===== config.mk =====
export PLATFORM = sky130hd
export DESIGN_NAME = owik_cell
export DESIGN_NICKNAME = d
export VERILOG_FILES = /design/src/design/owik_pkg.sv /design/src/design/owik_cell.sv
export SDC_FILE = /design/constraint.sdc
export NUM_CORES = 2
export LEC_CHECK = 0
export ABC_AREA = 1
export BUFFER_PORTS_ARGS = -buffer_cell sky130_fd_sc_hd__buf_2
export CORE_ASPECT_RATIO = 1.4
export CORE_MARGIN = 1
export CORE_UTILIZATION = 45
export DETAILED_ROUTE_END_ITERATION = 10
export PLACE_DENSITY = 0.62
export SYNTH_ARGS = -nofsm -noshare
export SYNTH_HDL_FRONTEND = slang
export SYNTH_SLANG_ARGS = --single-unit
export TNS_END_PERCENT = 30

===== constraint.sdc =====
create_clock -name i_clk -period 8.8 [get_ports i_clk]
set_clock_uncertainty 0.15 [all_clocks]
set_input_delay 1.76 -clock i_clk [delete_from_list [all_inputs] [get_ports i_clk]]
set_output_delay 1.76 -clock i_clk [all_outputs]
set_load 0.01 [all_outputs]

===== src/design/owik_pkg.sv =====
// ----------------------------------------------------------------------------
// owik_pkg
// Shared types and constants for the omni wheel inverse kinematics unit.
// ----------------------------------------------------------------------------
package owik_pkg;

    localparam int LANES        = 3;
    localparam int SERIES_TERMS = 12;
    localparam int FRONT_STAGES = 2;
    localparam int CELL_STAGES  = 3;
    localparam int WHEEL_STAGES = 5;

    // 2*pi in Q30 and one in Q30
    localparam logic [32:0] TWO_PI_Q30 = 33'd6746518852;
    localparam logic [30:0] ONE_Q30    = 31'h4000_0000;

    // register index, taken from paddr[2]
    localparam logic REG_HALF_DIAMETER    = 1'b0;
    localparam logic REG_COUNTS_PER_METER = 1'b1;

    localparam logic [15:0] HALF_DIAMETER_RST    = 16'd4915;
    localparam logic [23:0] COUNTS_PER_METER_RST = 24'd1053068;

    // quadrants with negative cosine
    localparam logic [1:0] QUAD_II  = 2'd1;
    localparam logic [1:0] QUAD_III = 2'd2;

    localparam logic [23:0] OUT_MAX     = 24'h7F_FFFF;
    localparam logic [23:0] OUT_MIN     = 24'h80_0000;
    localparam logic [24:0] OUT_MIN_MAG = 25'h080_0000;

    // one wheel lane as it moves along the series cells
    typedef struct packed {
        logic               odd;
        logic [1:0]         quad;
        logic [31:0]        x2;
        logic [30:0]        t;
        logic signed [33:0] acc;
    } t_series;

endpackage


===== src/design/owik_cell.sv =====
// ----------------------------------------------------------------------------
// owik_cell
// One Taylor term: t = ((t * x^2) >> 30) / (k * (k + 1)), folded into acc.
// ----------------------------------------------------------------------------
module owik_cell #(
    parameter int IDX = 0
) (
    input  logic              i_clk,
    input  logic              i_en,
    input  owik_pkg::t_series i_ser,
    output owik_pkg::t_series o_ser
);

    localparam int unsigned K_EVEN = 2 * IDX + 1;
    localparam int unsigned D_EVEN = K_EVEN * (K_EVEN + 1);
    localparam int unsigned D_ODD  = (K_EVEN + 1) * (K_EVEN + 2);
    localparam logic [32:0] M_EVEN = 33'((64'd1 << 33) / D_EVEN);
    localparam logic [32:0] M_ODD  = 33'((64'd1 << 33) / D_ODD);
    localparam logic [9:0]  DIV_EVEN = 10'(D_EVEN);
    localparam logic [9:0]  DIV_ODD  = 10'(D_ODD);
    localparam bit          SUB      = (IDX % 2) == 0;

    logic [62:0]        w_prod;
    logic [32:0]        w_recip;
    logic [65:0]        w_qprod;
    logic [9:0]         w_div;
    logic [42:0]        w_qd;
    logic [32:0]        w_left;
    logic [32:0]        w_q;
    logic signed [33:0] w_tq;
    owik_pkg::t_series  w_out;

    logic [32:0]       r1_p;
    owik_pkg::t_series r1_ser;
    logic [32:0]       r2_p;
    logic [32:0]       r2_qe;
    owik_pkg::t_series r2_ser;
    owik_pkg::t_series r3_ser;

    assign w_prod = 63'(i_ser.t) * 63'(i_ser.x2);

    // reciprocal estimate, low by at most one
    assign w_recip = r1_ser.odd ? M_ODD : M_EVEN;
    assign w_qprod = 66'(r1_p) * 66'(w_recip);

    assign w_div  = r2_ser.odd ? DIV_ODD : DIV_EVEN;
    assign w_qd   = 43'(r2_qe) * 43'(w_div);
    assign w_left = r2_p - w_qd[32:0];
    assign w_q    = r2_qe + 33'(w_left >= 33'(w_div));
    assign w_tq   = $signed({3'b000, w_q[30:0]});

    always_comb begin
        w_out     = r2_ser;
        w_out.t   = w_q[30:0];
        w_out.acc = SUB ? (r2_ser.acc - w_tq) : (r2_ser.acc + w_tq);
    end

    always_ff @(posedge i_clk) begin
        if (i_en) begin
            r1_p   <= w_prod[62:30];
            r1_ser <= i_ser;
            r2_p   <= r1_p;
            r2_qe  <= w_qprod[65:33];
            r2_ser <= r1_ser;
            r3_ser <= w_out;
        end
    end

    assign o_ser = r3_ser;

endmodule


==> flow_summary.json <==
{
  "status": "finished clean",
  "synth-xor-area-share_pct": 1.67,
  "synthSimpleGateAreaFrac_pct": 13.5,
  "cp.arrival_ns": 8.74,
  "ctsHoldBuffers": 0,
  "cts_resized": 0,
  "die_y_um": 462,
  "wl_um": 206000,
  "cpPeakStageDelay_ns": 0.57,
  "drtIter0Drc": 2669,
  "clock-sinks": 335,
  "synthesis.area_mm2": 0.0680,
  "path_common_cell": "fa_1",
  "pre_cts_ws_ns": -0.261,
  "port_buffers": 201,
  "antenna_found_initial": 3,
  "cp_max_fo": 17,
  "slew_viol_final": 0,
  "worst_path_max_delay_cell": "fa_1",
  "h-tree-depth": 2,
  "grt_first_pass_wirelength_um": 319000,
  "grt_pass1_vias": 56000,
  "firstDrtPassIters": 5,
  "areaGrowthSynthToFinish_pct": 9.86,
  "num_io_pins": 202,
  "rsz0062_at_grt": "false",
  "cts-buffers-inserted": 42,
  "gr-total-overflow": 0,
  "r2r_cells": 27,
  "period_share_pct": 96.7,
  "synthMuxAreaShare_pct": 0,
  "n_fill_cell": 14200,
  "final_cell_mix": "inv_1, nand2_1, fa_1, ha_1, nor2_1",
  "core-area_mm2": 0.150,
  "cts_tree": "built",
  "synth_compound_gate_area_share_pct": 4.05,
  "drive_gt1_share_pct": 7.81,
  "yosysUniqueCellTypes": 47,
  "fin_ws_ns": 0.286,
  "initial_utilization_pct": 45.4,
  "clkTransAtPathRegs_ns": 0.07,
  "tightest_slew_ns": 1.12,
  "min_path_type": "reg -> reg",
  "setup_viol": 0,
  "layout_commonest_cell": "inv_1",
  "syn-instance-count": 7799,
  "worst-setup-path-type": "in -> reg",
  "syn_avg_cell_area_um2": 8.72,
  "fmax_mhz": 117,
  "postCtsSetupRepairBufs": 0,
  "maxCapViolCount": 0,
  "via_per_inst": 5.05,
  "gp_congestion": 1.04,
  "multiInputGateArea_mm2": 0.0485,
  "finalHoldViolCount": 0,
  "yosysSeqAreaShare_pct": 14.8,
  "die_w_um": 331,
  "cp_data_required_time_ns": 9.03,
  "place_hpwl_um": 184000,
  "end_kind": "flip-flop",
  "clk_latency_ns": 0.66,
  "synth_fa_ha_area_share_pct": 51.9,
  "drtAntennaViolNets": 0,
  "clockBufferDepth": 3,
  "regArea_mm2": 0.0101,
  "hold_depth": 0,
  "crit_path_start_kind": "primary input",
  "ys_ff_latch": 335,
  "final_nets": 10300,
  "slew_headroom_pct": 25.3,
  "fin_crit_ns": 8.51,
  "ys_warn_count": 0,
  "dr_total_vias": 51200,
  "grt_max_degree": 120,
  "synth_top_family_by_area": "adder cells",
  "clockRootBuffer": "clkbuf_16",
  "wl_per_cell_um": 20.4,
  "fp.dieArea_mm2": 0.153,
  "num_rows": 168,
  "drc": 0,
  "groute.usage.overall_pct": 27.9
}
==> routing by layer <==
metal	track usage, %	part of all wire, %
met1	30.5	36
met2	51.8	53
met3	2.37	3.7
met4	16.7	7.1
met5	0	0.0053
==> cell usage after synthesis, drive strengths merged <==
| cell type | n | area share, % |
|---|---|---|
| nor4b | 1 | 0.035 |
| o31ai | 3 | 0.033 |
| o21ai | 133 | 1.0 |
| ha | 704 | 13 |
| o21a | 16 | 0.18 |
| o311ai | 1 | 0.013 |
| nand4 | 46 | 0.42 |
| a31oi | 29 | 0.27 |
| xnor2 | 43 | 0.55 |
| o21bai | 14 | 0.15 |
| nor2 | 377 | 2.2 |
| a21oi | 246 | 1.8 |
| a31o | 1 | 0.013 |
| a21o | 29 | 0.32 |
| a211oi | 2 | 0.022 |
| or2 | 3 | 0.028 |
| clkbuf | 201 | 1.1 |
| nand3b | 9 | 0.12 |
| fa | 1325 | 39 |
| nor3 | 39 | 0.31 |
| conb | 2 | 0.011 |
| nand3 | 136 | 1.1 |
| and3 | 1 | 0.0092 |
| nor4 | 13 | 0.12 |
| o2111ai | 2 | 0.026 |
| o211ai | 8 | 0.088 |
| buf | 1 | 0.017 |
| edfxtp | 335 | 15 |
| a21boi | 6 | 0.066 |
| xor2 | 84 | 1.1 |
| xnor3 | 1 | 0.035 |
| inv | 2330 | 13 |
| a221oi | 3 | 0.039 |
| o211a | 1 | 0.015 |
| nand2 | 1654 | 9.3 |
==> area by class of cell <==
type	count	share of cell area, %
multi-input combinational	4934	64.8
tap	1955	3.27
sequential	335	13.5
antenna	2	0.00670
clock buffer	45	1.42
timing repair buffer	505	4.85
inverter	2330	11.7
clock inverter	32	0.442
==> registers in the layout, indices dropped and copies added, names as in the netlist <==
name    cells
r2_qe      32
o_ser     100
r2_p       32
r1_ser     69
r1_p       33
r2_ser     69
==> path summary, 6_finish.rpt <==
path / startpoint / endpoint / slack, ns
max: i_ser[79] / r1_p[3] / 0.29
min: r1_ser[73] / r2_ser[73] / 0.25
max reg2reg: r1_ser[99] / r2_qe[24] / 0.52
min reg2reg: r1_ser[73] / r2_ser[73] / 0.25
==> cell families after synthesis <==
kind of cell / count (synthesis)
compound gates: 494
simple gates: 2279
other cells: 2
buf+inv: 2532
flops: 335
fa+ha+maj: 2029
xor+xnor: 128
==> critical path: cells and delay by family <==
kind / cells / cell delay [ns]
simple gates: 6 / 1.09
xor+xnor: 1 / 0.31
fa+ha+maj: 9 / 4.29
buf+inv: 11 / 1.24
==> per-stage QoR <==
stage               instances  hold slack, ns  utilization (%)  area, um^2  TNS (ns)
global placement        10100           0.251             48.9       73300     -1.64
detailed placement      10100           0.255             48.9       73300     -1.58
global route            10100           0.256             49.9       74700         0
finish                  10100           0.251             49.9       74700         0
floorplan                7801           0.250                -       68000         0
CTS                     10100           0.239             49.9       74700         0
Power is left out: the tool's default activity adds up to more than one toggle a clock period on the data nets, which glitch-free logic cannot reach.
