**src/design/owik_pkg.sv**
```systemverilog
// ----------------------------------------------------------------------------
// owik_pkg
// Shared types and constants for the omni wheel inverse kinematics unit.
// ----------------------------------------------------------------------------
package owik_pkg;

    localparam int LANES        = 3;
    localparam int SERIES_TERMS = 12;
    localparam int FRONT_STAGES = 2;
    localparam int CELL_STAGES  = 3;
    localparam int WHEEL_STAGES = 5;

    // 2*pi in Q30 and one in Q30
    localparam logic [32:0] TWO_PI_Q30 = 33'd6746518852;
    localparam logic [30:0] ONE_Q30    = 31'h4000_0000;

    // register index, taken from paddr[2]
    localparam logic REG_HALF_DIAMETER    = 1'b0;
    localparam logic REG_COUNTS_PER_METER = 1'b1;

    localparam logic [15:0] HALF_DIAMETER_RST    = 16'd4915;
    localparam logic [23:0] COUNTS_PER_METER_RST = 24'd1053068;

    // quadrants with negative cosine
    localparam logic [1:0] QUAD_II  = 2'd1;
    localparam logic [1:0] QUAD_III = 2'd2;

    localparam logic [23:0] OUT_MAX     = 24'h7F_FFFF;
    localparam logic [23:0] OUT_MIN     = 24'h80_0000;
    localparam logic [24:0] OUT_MIN_MAG = 25'h080_0000;

    // one wheel lane as it moves along the series cells
    typedef struct packed {
        logic               odd;
        logic [1:0]         quad;
        logic [31:0]        x2;
        logic [30:0]        t;
        logic signed [33:0] acc;
    } t_series;

endpackage

```
**src/design/owik_front.sv**
```systemverilog
// ----------------------------------------------------------------------------
// owik_front
// Phase to radians and square, seeds the series for one wheel lane.
// ----------------------------------------------------------------------------
module owik_front #(
    parameter int ANGLE_BITS = 16
) (
    input  logic                  i_clk,
    input  logic                  i_en,
    input  logic [ANGLE_BITS-1:0] i_phase,
    output owik_pkg::t_series     o_ser
);

    localparam int PW = ANGLE_BITS + 31;

    logic [ANGLE_BITS-3:0] w_rem;
    logic [PW-1:0]         w_xprod;
    logic [61:0]           w_x2prod;
    logic [30:0]           w_t0;
    owik_pkg::t_series     w_ser;

    logic [30:0]       r1_x;
    logic [1:0]        r1_quad;
    owik_pkg::t_series r2_ser;

    assign w_rem   = i_phase[ANGLE_BITS-3:0];
    assign w_xprod = PW'(w_rem) * PW'(owik_pkg::TWO_PI_Q30);

    assign w_x2prod = 62'(r1_x) * 62'(r1_x);
    assign w_t0     = r1_quad[0] ? r1_x : owik_pkg::ONE_Q30;

    always_comb begin
        w_ser.odd  = r1_quad[0];
        w_ser.quad = r1_quad;
        w_ser.x2   = w_x2prod[61:30];
        w_ser.t    = w_t0;
        w_ser.acc  = $signed({3'b000, w_t0});
    end

    always_ff @(posedge i_clk) begin
        if (i_en) begin
            r1_x    <= w_xprod[ANGLE_BITS+30:ANGLE_BITS];
            r1_quad <= i_phase[ANGLE_BITS-1:ANGLE_BITS-2];
            r2_ser  <= w_ser;
        end
    end

    assign o_ser = r2_ser;

endmodule

```
**config.mk**
```make
export PLATFORM = sky130hd
export DESIGN_NAME = owik_front
export DESIGN_NICKNAME = d
export VERILOG_FILES = /design/src/design/owik_pkg.sv /design/src/design/owik_front.sv
export SDC_FILE = /design/constraint.sdc
export NUM_CORES = 2
export LEC_CHECK = 0
export ABC_CLOCK_PERIOD_IN_PS = 8600
export BUFFER_PORTS_ARGS = -buffer_cell sky130_fd_sc_hd__buf_2
export CORE_AREA = 2 2 239 241
export DETAILED_ROUTE_END_ITERATION = 10
export DIE_AREA = 0 0 241 243
export GPL_ROUTABILITY_DRIVEN = 0
export MAX_ROUTING_LAYER = met4
export PLACE_DENSITY = 0.83
export SLEW_MARGIN = 20
export SYNTH_ARGS = -nofsm -noshare
export SYNTH_HDL_FRONTEND = slang
export SYNTH_SLANG_ARGS = --single-unit
```
**constraint.sdc**
```tcl
create_clock -name i_clk -period 8.6 [get_ports i_clk]
set_clock_uncertainty 0.15 [all_clocks]
set_input_delay 0.43 -clock i_clk [delete_from_list [all_inputs] [get_ports i_clk]]
set_output_delay 0.43 -clock i_clk [all_outputs]
set_load 0.02 [all_outputs]
```
==> summary by stage <==
Timing
The highest clock frequency the design can meet is about 120 MHz. The total of endpoints with negative setup slack in the final report is 0. The final critical-path share of the clock period is slightly below 100%. The number of endpoints with negative hold slack in the final report was 0. The max-slew violation total from the final report came to 0. In this run the tightest slew margin relative to its limit is 40.48%. Setup repair after global routing left no endpoint under its margin. Adding up every negative setup slack in the final design gives 0 ns. The shortest clock period the worst path allows after layout is roughly 8.4 ns. The pin slew with the least headroom to its limit is approximately 0.89 ns.

Routing
The detailed-route wire length per cell is between 15 and 20 um. The total iterations of the first detailed-routing run is 6. The via count is about 25000. The detailed router finished its first iteration with 1844 violations. The total wirelength of the detailed-routed design is 88.52 mm. The remaining antenna violation count after routing is 0. After detailed routing, the number of vias per cell comes to around 5.5. The number of remaining DRC errors is 0.

Clock network
The clock transition at the registers of the reported paths is ~0.08 ns. The TritonCTS buffer count is 9. The clock net sink count is 98. For the worst-skew pair, the clock arrives at the later sink with an insertion delay of ~0.4 ns. The maximum level of the CTS H-tree is 3. The TritonCTS clock tree is built.

The maximum clock path buffer count is 2. The number of gates resized after CTS was 0. The buffer cell driving the clock tree root is sky130_fd_sc_hd__clkbuf_16.

Logic synthesis
The most used flip-flop cell after synthesis is sky130_fd_sc_hd__edfxtp_1. A synthesized cell averages a little under 10 sq um. Synthesis inferred 98 register bits. The sequential cell area fraction in the yosys report is under 10%.

The fraction of synthesis flops using an asynchronous set or reset pin is 0%. Yosys attributes the largest share of cell area to sky130_fd_sc_hd__fa_1 48%, sky130_fd_sc_hd__ha_1 15%, sky130_fd_sc_hd__inv_1 12%. For this run, the number of Yosys warnings is 0. The post-synthesis cell area is 0.03645 sq mm. The synthesized instance count is approximately 3700. The share of Yosys cell area claimed by the top area cell type is 47.84%.

The count of unique library cells instantiated by Yosys is 67. In the post-synthesis netlist, the cell with the most instances is sky130_fd_sc_hd__inv_1. The post-synthesis cell type with the largest combined area is sky130_fd_sc_hd__fa_1.

The number of enable flip-flop cells after synthesis is between 90 and 100. By count the netlist is led by 1128 x sky130_fd_sc_hd__inv_1, 871 x sky130_fd_sc_hd__fa_1, 427 x sky130_fd_sc_hd__ha_1.

Place
The HPWL after detailed placement is between 70 and 80 mm. The number of buffers inserted by port buffering is 114.

GRT
Global routing finished with a remaining overflow of 0. The number of antenna violations at the first check in global routing is 2. The via count of the first global-routing pass is roughly 28000. The first global-routing pass estimated roughly 140 mm of wire. The maximum number of pins on one net before global-route repair is 53.

Global routing used around 33% of the available tracks.

Die
118 I/O pins were placed. The area of the core region is roughly 0.056 sq mm. The area of the die is 0.05856 sq mm. The number of rows in the core area is slightly below 90. The vertical die dimension is 243 um. The initial standard-cell utilization of the core is roughly two thirds. The die width is about 240 um.

Critical path
The worst setup path is captured at a register. The cell repeated most along the worst path is sky130_fd_sc_hd__fa_1. Traced cell by cell, the critical path runs through buf_4 > nand2_1 > fa_1 > inv_1 > fa_1 > fa_1 > inv_1 > fa_1 > inv_1 > fa_1 > fa_1 > fa_1 > fa_1 > ha_1 > nand4_1 > a21oi_1 > nand2_1 > o21ai_1 > a31o_1 > a31oi_2 > and4b_1 > or3_1. The maximum cell stage delay along the critical path is approximately 0.94 ns. The critical path class is register to register.

In this run the worst path has a maximum fanout of 12. The worst setup path is launched from a register. The arrival time at the worst endpoint is between 8 and 9 ns. Data on the critical path is required at its endpoint by around 8.6 ns. The slowest library cell on the worst path is sky130_fd_sc_hd__edfxtp_1.

Run status
The run finished with clean final reports.

Job
The count of maximum capacitance violations is 0.

Min path
The min-delay analysis places its worst path in the category input pin to register.

Finish
The filler cell count in the final layout is a little over 4000. The post-synthesis to final-layout area growth is 5.540%. The net count of the finished layout is 5090. The fraction of final layout cells sized beyond drive strength 1 is under 10%.
per-stage QoR:
step           util [%]  setup WS (ns)  instance area [sq um]  instances  hold WS (ns)
5_1_grt           68.75        0.01940                  38470       4535       0.04641
3_5_place_dp      67.95         0.2478                  38020       4501        0.2572
2_1_floorplan         -          1.029                  36460       3682        0.2503
4_1_cts           68.49         0.2351                  38320       4517       0.03644
3_3_place_gp      67.95         0.3434                  38020       4501        0.2559
6_report          68.76         0.2236                  38470       4536       0.04807
timing repair:
action | CTS | global route
buffers inserted | 0 | 18
hold buffers | 0 | 0
setup endpoints to repair | 0 | 4
hold endpoints to repair | 0 | 0
placed cells by master, fill, tap and decap left out, types with 11 or more instances in the layout:
| master | count |
|---|---|
| sky130_fd_sc_hd__edfxtp_1 | 98 |
| sky130_fd_sc_hd__and2_1 | 227 |
| sky130_fd_sc_hd__buf_2 | 113 |
| sky130_fd_sc_hd__o21ai_0 | 27 |
| sky130_fd_sc_hd__buf_4 | 101 |
| sky130_fd_sc_hd__nand3_1 | 22 |
| sky130_fd_sc_hd__ha_1 | 427 |
| sky130_fd_sc_hd__nor2_1 | 59 |
| sky130_fd_sc_hd__fa_1 | 871 |
| sky130_fd_sc_hd__nand2_1 | 299 |
| sky130_fd_sc_hd__inv_1 | 1128 |
| sky130_fd_sc_hd__nand4_1 | 15 |
| sky130_fd_sc_hd__o21bai_1 | 19 |
| sky130_fd_sc_hd__xnor2_1 | 49 |
| sky130_fd_sc_hd__a21oi_1 | 79 |
| sky130_fd_sc_hd__a21o_1 | 46 |
| sky130_fd_sc_hd__xor2_1 | 35 |
| sky130_fd_sc_hd__o21a_1 | 11 |
per-layer routing:
metal | GRT usage, % | share of wire (%) | wire length, um
met1 | 40.30 | 37 | 32360
met2 | 53.85 | 49 | 43660
met3 | 5.868 | 8.5 | 7481
met4 | 15.05 | 5.7 | 5015
met5 | - | 0 | 0
kinds of logic after synthesis:
group | after synthesis | share of synthesized area (%)
xor+xnor | 84 | 2.018
compound gates | 253 | 4.716
simple gates | 673 | 9.096
buf+inv | 1265 | 13.39
fa+ha+maj | 1298 | 62.49
mux | 7 | 0.1991
other cells | 1 | 0.01029
flops | 98 | 8.073
path summary, 6_finish.rpt:
kind / slack (ns) / startpoint / cells after the start / endpoint
hold / removal: 0.05 / i_phase[15] / 1 / r1_quad[1]
setup reg to reg: 0.22 / r1_x[24] / 22 / o_ser[90]
setup / recovery: 0.22 / r1_x[24] / 22 / o_ser[90]
hold reg to reg: 0.28 / r1_quad[1] / 0 / o_ser[98]
registers in the layout, indices dropped and copies added, names as in the netlist:
signal,count
o_ser,65
r1_x,31
r1_quad,2
layout make-up:
class | instances | area [sq um] | area share [%]
antenna | 1 | 2.502 | 0.006505
clock buffer | 9 | 225.2 | 0.5854
clock inverter | 7 | 78.83 | 0.2049
inverter | 1128 | 4234 | 11.01
multi-input combinational | 2319 | 28640 | 74.44
sequential | 98 | 2943 | 7.650
tap | 756 | 945.9 | 2.459
timing repair buffer | 218 | 1404 | 3.649
worst max-delay path, delay by kind of cell, from the launching register on:
family / cells / cell delay (ns)
compound gates: 4 / 1.24
fa+ha+maj: 9 / 4.38
buf+inv: 4 / 0.52
simple gates: 5 / 0.90
flops: 1 / 0.94
Power is left out: the tool's default activity adds up to more than one toggle a clock period on the data nets, which glitch-free logic cannot reach.
