[src/design/owik_pkg.sv]
// ----------------------------------------------------------------------------
// owik_pkg
// Shared types and constants for the omni wheel inverse kinematics unit.
// ----------------------------------------------------------------------------
package owik_pkg;

    localparam int LANES        = 3;
    localparam int SERIES_TERMS = 12;
    localparam int FRONT_STAGES = 2;
    localparam int CELL_STAGES  = 3;
    localparam int WHEEL_STAGES = 5;

    // 2*pi in Q30 and one in Q30
    localparam logic [32:0] TWO_PI_Q30 = 33'd6746518852;
    localparam logic [30:0] ONE_Q30    = 31'h4000_0000;

    // register index, taken from paddr[2]
    localparam logic REG_HALF_DIAMETER    = 1'b0;
    localparam logic REG_COUNTS_PER_METER = 1'b1;

    localparam logic [15:0] HALF_DIAMETER_RST    = 16'd4915;
    localparam logic [23:0] COUNTS_PER_METER_RST = 24'd1053068;

    // quadrants with negative cosine
    localparam logic [1:0] QUAD_II  = 2'd1;
    localparam logic [1:0] QUAD_III = 2'd2;

    localparam logic [23:0] OUT_MAX     = 24'h7F_FFFF;
    localparam logic [23:0] OUT_MIN     = 24'h80_0000;
    localparam logic [24:0] OUT_MIN_MAG = 25'h080_0000;

    // one wheel lane as it moves along the series cells
    typedef struct packed {
        logic               odd;
        logic [1:0]         quad;
        logic [31:0]        x2;
        logic [30:0]        t;
        logic signed [33:0] acc;
    } t_series;

endpackage

[src/design/owik_wheel.sv]
// ----------------------------------------------------------------------------
// owik_wheel
// Rounds the cosine, forms wheel speed and scales it to saturated counts.
// ----------------------------------------------------------------------------
module owik_wheel #(
    parameter int COS_FRAC_BITS = 15
) (
    input  logic               i_clk,
    input  logic               i_en,
    input  owik_pkg::t_series  i_ser,
    input  logic signed [15:0] i_speed,
    input  logic signed [15:0] i_omega,
    input  logic [15:0]        i_half_diameter,
    input  logic [23:0]        i_counts_per_meter,
    output logic [23:0]        o_count,
    output logic               o_sat
);

    localparam int CW   = COS_FRAC_BITS + 5;
    localparam int LW   = CW + 16;
    localparam int VW   = COS_FRAC_BITS + 34;
    localparam int MW   = COS_FRAC_BITS + 33;
    localparam int HPW  = MW - 32 + 24;
    localparam int MIDW = HPW + 1;
    localparam logic [33:0] RND = 34'(64'd1 << (29 - COS_FRAC_BITS));

    logic [32:0]             w_u;
    logic [33:0]             w_sum;
    logic [COS_FRAC_BITS+3:0] w_c;
    logic signed [CW-1:0]    w_cpos;
    logic signed [CW-1:0]    w_cos;
    logic signed [LW-1:0]    w_lin;
    logic signed [32:0]      w_turn;
    logic signed [VW-1:0]    w_v;
    logic signed [VW-1:0]    w_abs;
    logic [MIDW-1:0]         w_mid;
    logic [23:0]             w_whole;
    logic                    w_rem;
    logic [24:0]             w_wn;
    logic [24:0]             w_negc;
    logic [23:0]             w_count;
    logic                    w_sat;

    logic signed [CW-1:0] r0_cos;
    logic signed [15:0]   r0_speed;
    logic signed [15:0]   r0_omega;
    logic signed [LW-1:0] r1_lin;
    logic signed [32:0]   r1_turn;
    logic                 r2_neg;
    logic [MW-1:0]        r2_mag;
    logic                 r3_neg;
    logic [55:0]          r3_lo;
    logic [HPW-1:0]       r3_hi;
    logic [23:0]          r4_count;
    logic                 r4_sat;

    assign w_u    = i_ser.acc[33] ? 33'd0 : i_ser.acc[32:0];
    assign w_sum  = 34'(w_u) + RND;
    assign w_c    = w_sum[33:30-COS_FRAC_BITS];
    assign w_cpos = $signed(CW'(w_c));
    assign w_cos  = (i_ser.quad == owik_pkg::QUAD_II || i_ser.quad == owik_pkg::QUAD_III)
                    ? -w_cpos : w_cpos;

    assign w_lin  = LW'(r0_speed) * LW'(r0_cos);
    assign w_turn = 33'(r0_omega) * $signed({17'd0, i_half_diameter});

    assign w_v   = (VW'(r1_lin) <<< 14) - (VW'(r1_turn) <<< COS_FRAC_BITS);
    assign w_abs = w_v[VW-1] ? -w_v : w_v;

    assign w_mid   = MIDW'(r3_hi) + MIDW'(r3_lo[55:32]);
    assign w_whole = w_mid[MIDW-1:COS_FRAC_BITS+2];
    assign w_rem   = (|r3_lo[31:0]) | (|w_mid[COS_FRAC_BITS+1:0]);
    assign w_wn    = 25'(w_whole) + 25'(w_rem);
    assign w_negc  = 25'd0 - w_wn;

    always_comb begin
        w_sat   = 1'b0;
        w_count = w_whole;
        if (r3_neg) begin
            if (w_wn > owik_pkg::OUT_MIN_MAG) begin
                w_sat   = 1'b1;
                w_count = owik_pkg::OUT_MIN;
            end else begin
                w_count = w_negc[23:0];
            end
        end else if (w_whole > owik_pkg::OUT_MAX) begin
            w_sat   = 1'b1;
            w_count = owik_pkg::OUT_MAX;
        end
    end

    always_ff @(posedge i_clk) begin
        if (i_en) begin
            r0_cos   <= w_cos;
            r0_speed <= i_speed;
            r0_omega <= i_omega;
            r1_lin   <= w_lin;
            r1_turn  <= w_turn;
            r2_neg   <= w_v[VW-1];
            r2_mag   <= w_abs[MW-1:0];
            r3_neg   <= r2_neg;
            r3_lo    <= 56'(r2_mag[31:0]) * 56'(i_counts_per_meter);
            r3_hi    <= HPW'(r2_mag[MW-1:32]) * HPW'(i_counts_per_meter);
            r4_count <= w_count;
            r4_sat   <= w_sat;
        end
    end

    assign o_count = r4_count;
    assign o_sat   = r4_sat;

endmodule

[config.mk]
export PLATFORM = sky130hd
export DESIGN_NAME = owik_wheel
export DESIGN_NICKNAME = d
export VERILOG_FILES = /design/src/design/owik_pkg.sv /design/src/design/owik_wheel.sv
export SDC_FILE = /design/constraint.sdc
export NUM_CORES = 2
export LEC_CHECK = 0
export ABC_AREA = 1
export BUFFER_PORTS_ARGS = -buffer_cell sky130_fd_sc_hd__buf_2
export CAP_MARGIN = 25
export CORE_UTILIZATION = 29
export CTS_BUF_LIST = sky130_fd_sc_hd__clkbuf_2 sky130_fd_sc_hd__clkbuf_4 sky130_fd_sc_hd__clkbuf_8
export DETAILED_ROUTE_END_ITERATION = 8
export GPL_ROUTABILITY_DRIVEN = 1
export GPL_TIMING_DRIVEN = 0
export HOLD_SLACK_MARGIN = 0.15
export PLACE_DENSITY = 0.44
export SLEW_MARGIN = 10
export SYNTH_ARGS = -nofsm -noshare
export SYNTH_HDL_FRONTEND = slang
export SYNTH_SLANG_ARGS = --single-unit
[constraint.sdc]
create_clock -name i_clk -period 7.4 [get_ports i_clk]
set_input_delay 0.74 -clock i_clk [delete_from_list [all_inputs] [get_ports i_clk]]
set_output_delay 0.74 -clock i_clk [all_outputs]
set_load 0.005 [all_outputs]
==> impl_metrics.csv <==
group,metric,value,unit
detailed_routing,wl_per_cell,19.5,µm
timing,finClkSkew,37.3,ps
floorplan,coreArea,221000,µm²
finish,instances_no_fill,11400,
synth,synth_edf_count,263,
floorplan,io_pins,199,
clock_tree,htreeDepth,2,
timing,setup_slack,228,ps
global_route,grt_pass1_wl,340000,µm
finish,final_nets,10300,
place,dp_hpwl,188000,µm
flow_run,timing.max_cap.violations,0,
synth,synth_top_cell_by_area,"fa_1",
synth,syn_nets,10100,
place,place_ws,-1840,ps
timing,final-hold-violation-count,0,
timing,fmax,139,MHz
global_route,grt_use_total,20.3,%
detailed_routing,wl_met2,110000,µm
place,dp.cells,11300,
detailed_routing,antenna_left,0,
clock_tree,clk_pin_slew,60,ps
detailed_routing,highest_layer,"met5",
synth,synth_cells,8203,
place,gp_congestion,0.916,
detailed_routing,detail_route.first_pass.iterations,5,
global_route,grt_max_degree,107,
detailed_routing,drc,0,
detailed_routing,wirelength,222000,µm
timing,setup_viol,0,
finish,final_cell_mix,"inv_1 (2,402), nand2_1 (2,137), fa_1 (1,164)",
critical_path,worstPathRequired,7930,ps
detailed_routing,wl_met1,93600,µm
floorplan,rows,172,
timing,fin_crit,7170,ps
finish,layout_commonest_cell,"inv_1",
global_route,antenna_found_initial,16,
critical_path,criticalPathCategory,"in2reg",
floorplan,die_h,474,µm
detailed_routing,viasPerCell,4.53,
detailed_routing,wl_met3,10300,µm
clock_tree,cts_buffers,56,
synth,ys_seq_area_share,12.2,%
timing,tightest_slew,1060,ps
critical_path,worst-path-max-fanout,10,
clock_tree,cts_sinks,263,
clock_tree,cts_buffer_depth,3,
timing,rsz0062_at_grt,"yes",
finish,drive_gt1_share,6.28,%
floorplan,die_area,225000,µm²
synth,synth_area_leaders,"fa_1 (36%), inv_1 (14%), nand2_1 (12%), edfxtp_1 (12%), ha_1 (11%)",
clock_tree,clk_latency,780,ps
timing,period_share,96.9,%
finish,syn2layout_area_growth,10.2,%
timing,hold_ws,404,ps
detailed_routing,drt_iter0_markers,3116,
finish,fill_cells,23900,
worst_hold_path,hold_class,"in2reg",
synth,async_reset_ff_share,0,%
synth,yosysWarnings,0,
critical_path,cp-end-kind,"flop",
critical_path,start_kind,"input port",
synth,ys_ff_latch,263,
outcome,status,"finished, final reports clean",
clock_tree,cts-root-buf,"clkbuf_8",
synth,synth-main-ff-cell,"edfxtp_1",
synth,synth_top_area_share,36.1,%
critical_path,arrival,7700,ps
floorplan,dieWidth,474,µm
place,port_buffers,93,
detailed_routing,vias,51700,
clock_tree,cts_tree,"done",
synth,synth_cell_types,62,
timing,slew_violations,0,
synth,synth.cell_area,64600,µm²
synth,syn_area_per_cell,7.87,µm²
floorplan,start_util,29.3,%
global_route,overflow,0,
timing,slew_headroom,29.0,%
global_route,grt_pass1_vias,55700,
-- synthesized netlist by cell type, types with 53 or more instances --
| master | count |
|---|---|
| inv_1 | 2402 |
| nand2_1 | 2137 |
| fa_1 | 1164 |
| ha_1 | 553 |
| clkbuf_1 | 284 |
| nor2_1 | 281 |
| edfxtp_1 | 263 |
| a21oi_1 | 204 |
| xor2_1 | 176 |
| nand3_1 | 151 |
| o21ai_0 | 127 |
| xnor2_1 | 82 |
| nand4_1 | 53 |
-- metrics by stage --
step	instance area (µm²)	TNS, ps	util, %
after floorplan	64600	0	-
after global placement	68800	-43880	31.2
after detailed placement	68900	-37630	31.2
after CTS	70900	0	32.2
after global routing	71100	-10.2	32.3
final	71100	0	32.3
-- path summary, 6_finish.rpt --
| path | startpoint | to | slack, ps | depth (start not counted) |
|---|---|---|---|---|
| hold / removal | i_ser[32] | r0_cos[18] | 400 | 3 |
| hold reg to reg | r2_neg | r3_neg | 430 | 0 |
| setup / recovery | i_counts_per_meter[17] | r3_hi[37] | 230 | 24 |
| setup reg to reg | r2_mag[15] | r3_lo[54] | 280 | 27 |
-- cell families after synthesis --
logic type,count (synthesis),share of synthesized area [%]
AO/OA/AOI/OAI,455,4.01
adder cells (fa/ha/maj),1717,46.8
buffers and inverters,2713,15.8
AND/OR/NAND/NOR,2797,17.7
XOR/XNOR,258,3.50
flip-flops,263,12.2
-- metal layers --
metal	track usage, %	up-vias
met5	0	-
met3	2.03	328
met2	36.1	1220
met1	25.3	26000
li1	-	24200
met4	6.94	2
-- state kept, by name (all words and copies together), names as in the netlist --
register,cells
o_sat,1
r2_neg,1
r1_turn,33
r3_hi,40
r3_lo,42
r0_speed,16
r0_cos,20
o_count,24
r1_lin,35
r0_omega,16
r2_mag,34
r3_neg,1
-- worst max-delay path, cell delays in order --
cell and delay, ps:
clkbuf_2 360, clkbuf_1 740, nand2_1 180, fa_1 560, fa_1 530, fa_1 540, inv_1 60, fa_1 560
fa_1 440, fa_1 530, ha_1 400, a21oi_1 180, inv_1 70, a31oi_1 150, a21boi_0 220, o21ai_0 140
a21oi_2 220, o21ai_0 210, nand2_1 110, nand2_1 100, a21oi_1 270, nor3_1 90, nor3_1 180, xnor2_1 90
-- repair_timing --
action / 4_1_cts / 5_1_grt
hold endpoints to repair: 32 / 0
setup endpoints to repair: 29 / 22
buffers inserted: 33 / 11
pin swaps: 1 / 1
hold buffers: 32 / 0
resized for setup: 116 / 134
-- final cells by class --
class                   count  area (µm²)  area share [%]
clock inverters            33         354           0.498
diodes                      2        5.00         0.00703
multi-input cells        5227       46500            65.4
inverters                2420        9080            12.8
repair buffers            179        1440            2.03
plain buffers             276        1270            1.78
well taps                2958        3700            5.20
clock buffers              68         861            1.21
flip-flops and latches    263        7900            11.1
Power is left out: the tool's default activity adds up to more than one toggle a clock period on the data nets, which glitch-free logic cannot reach.
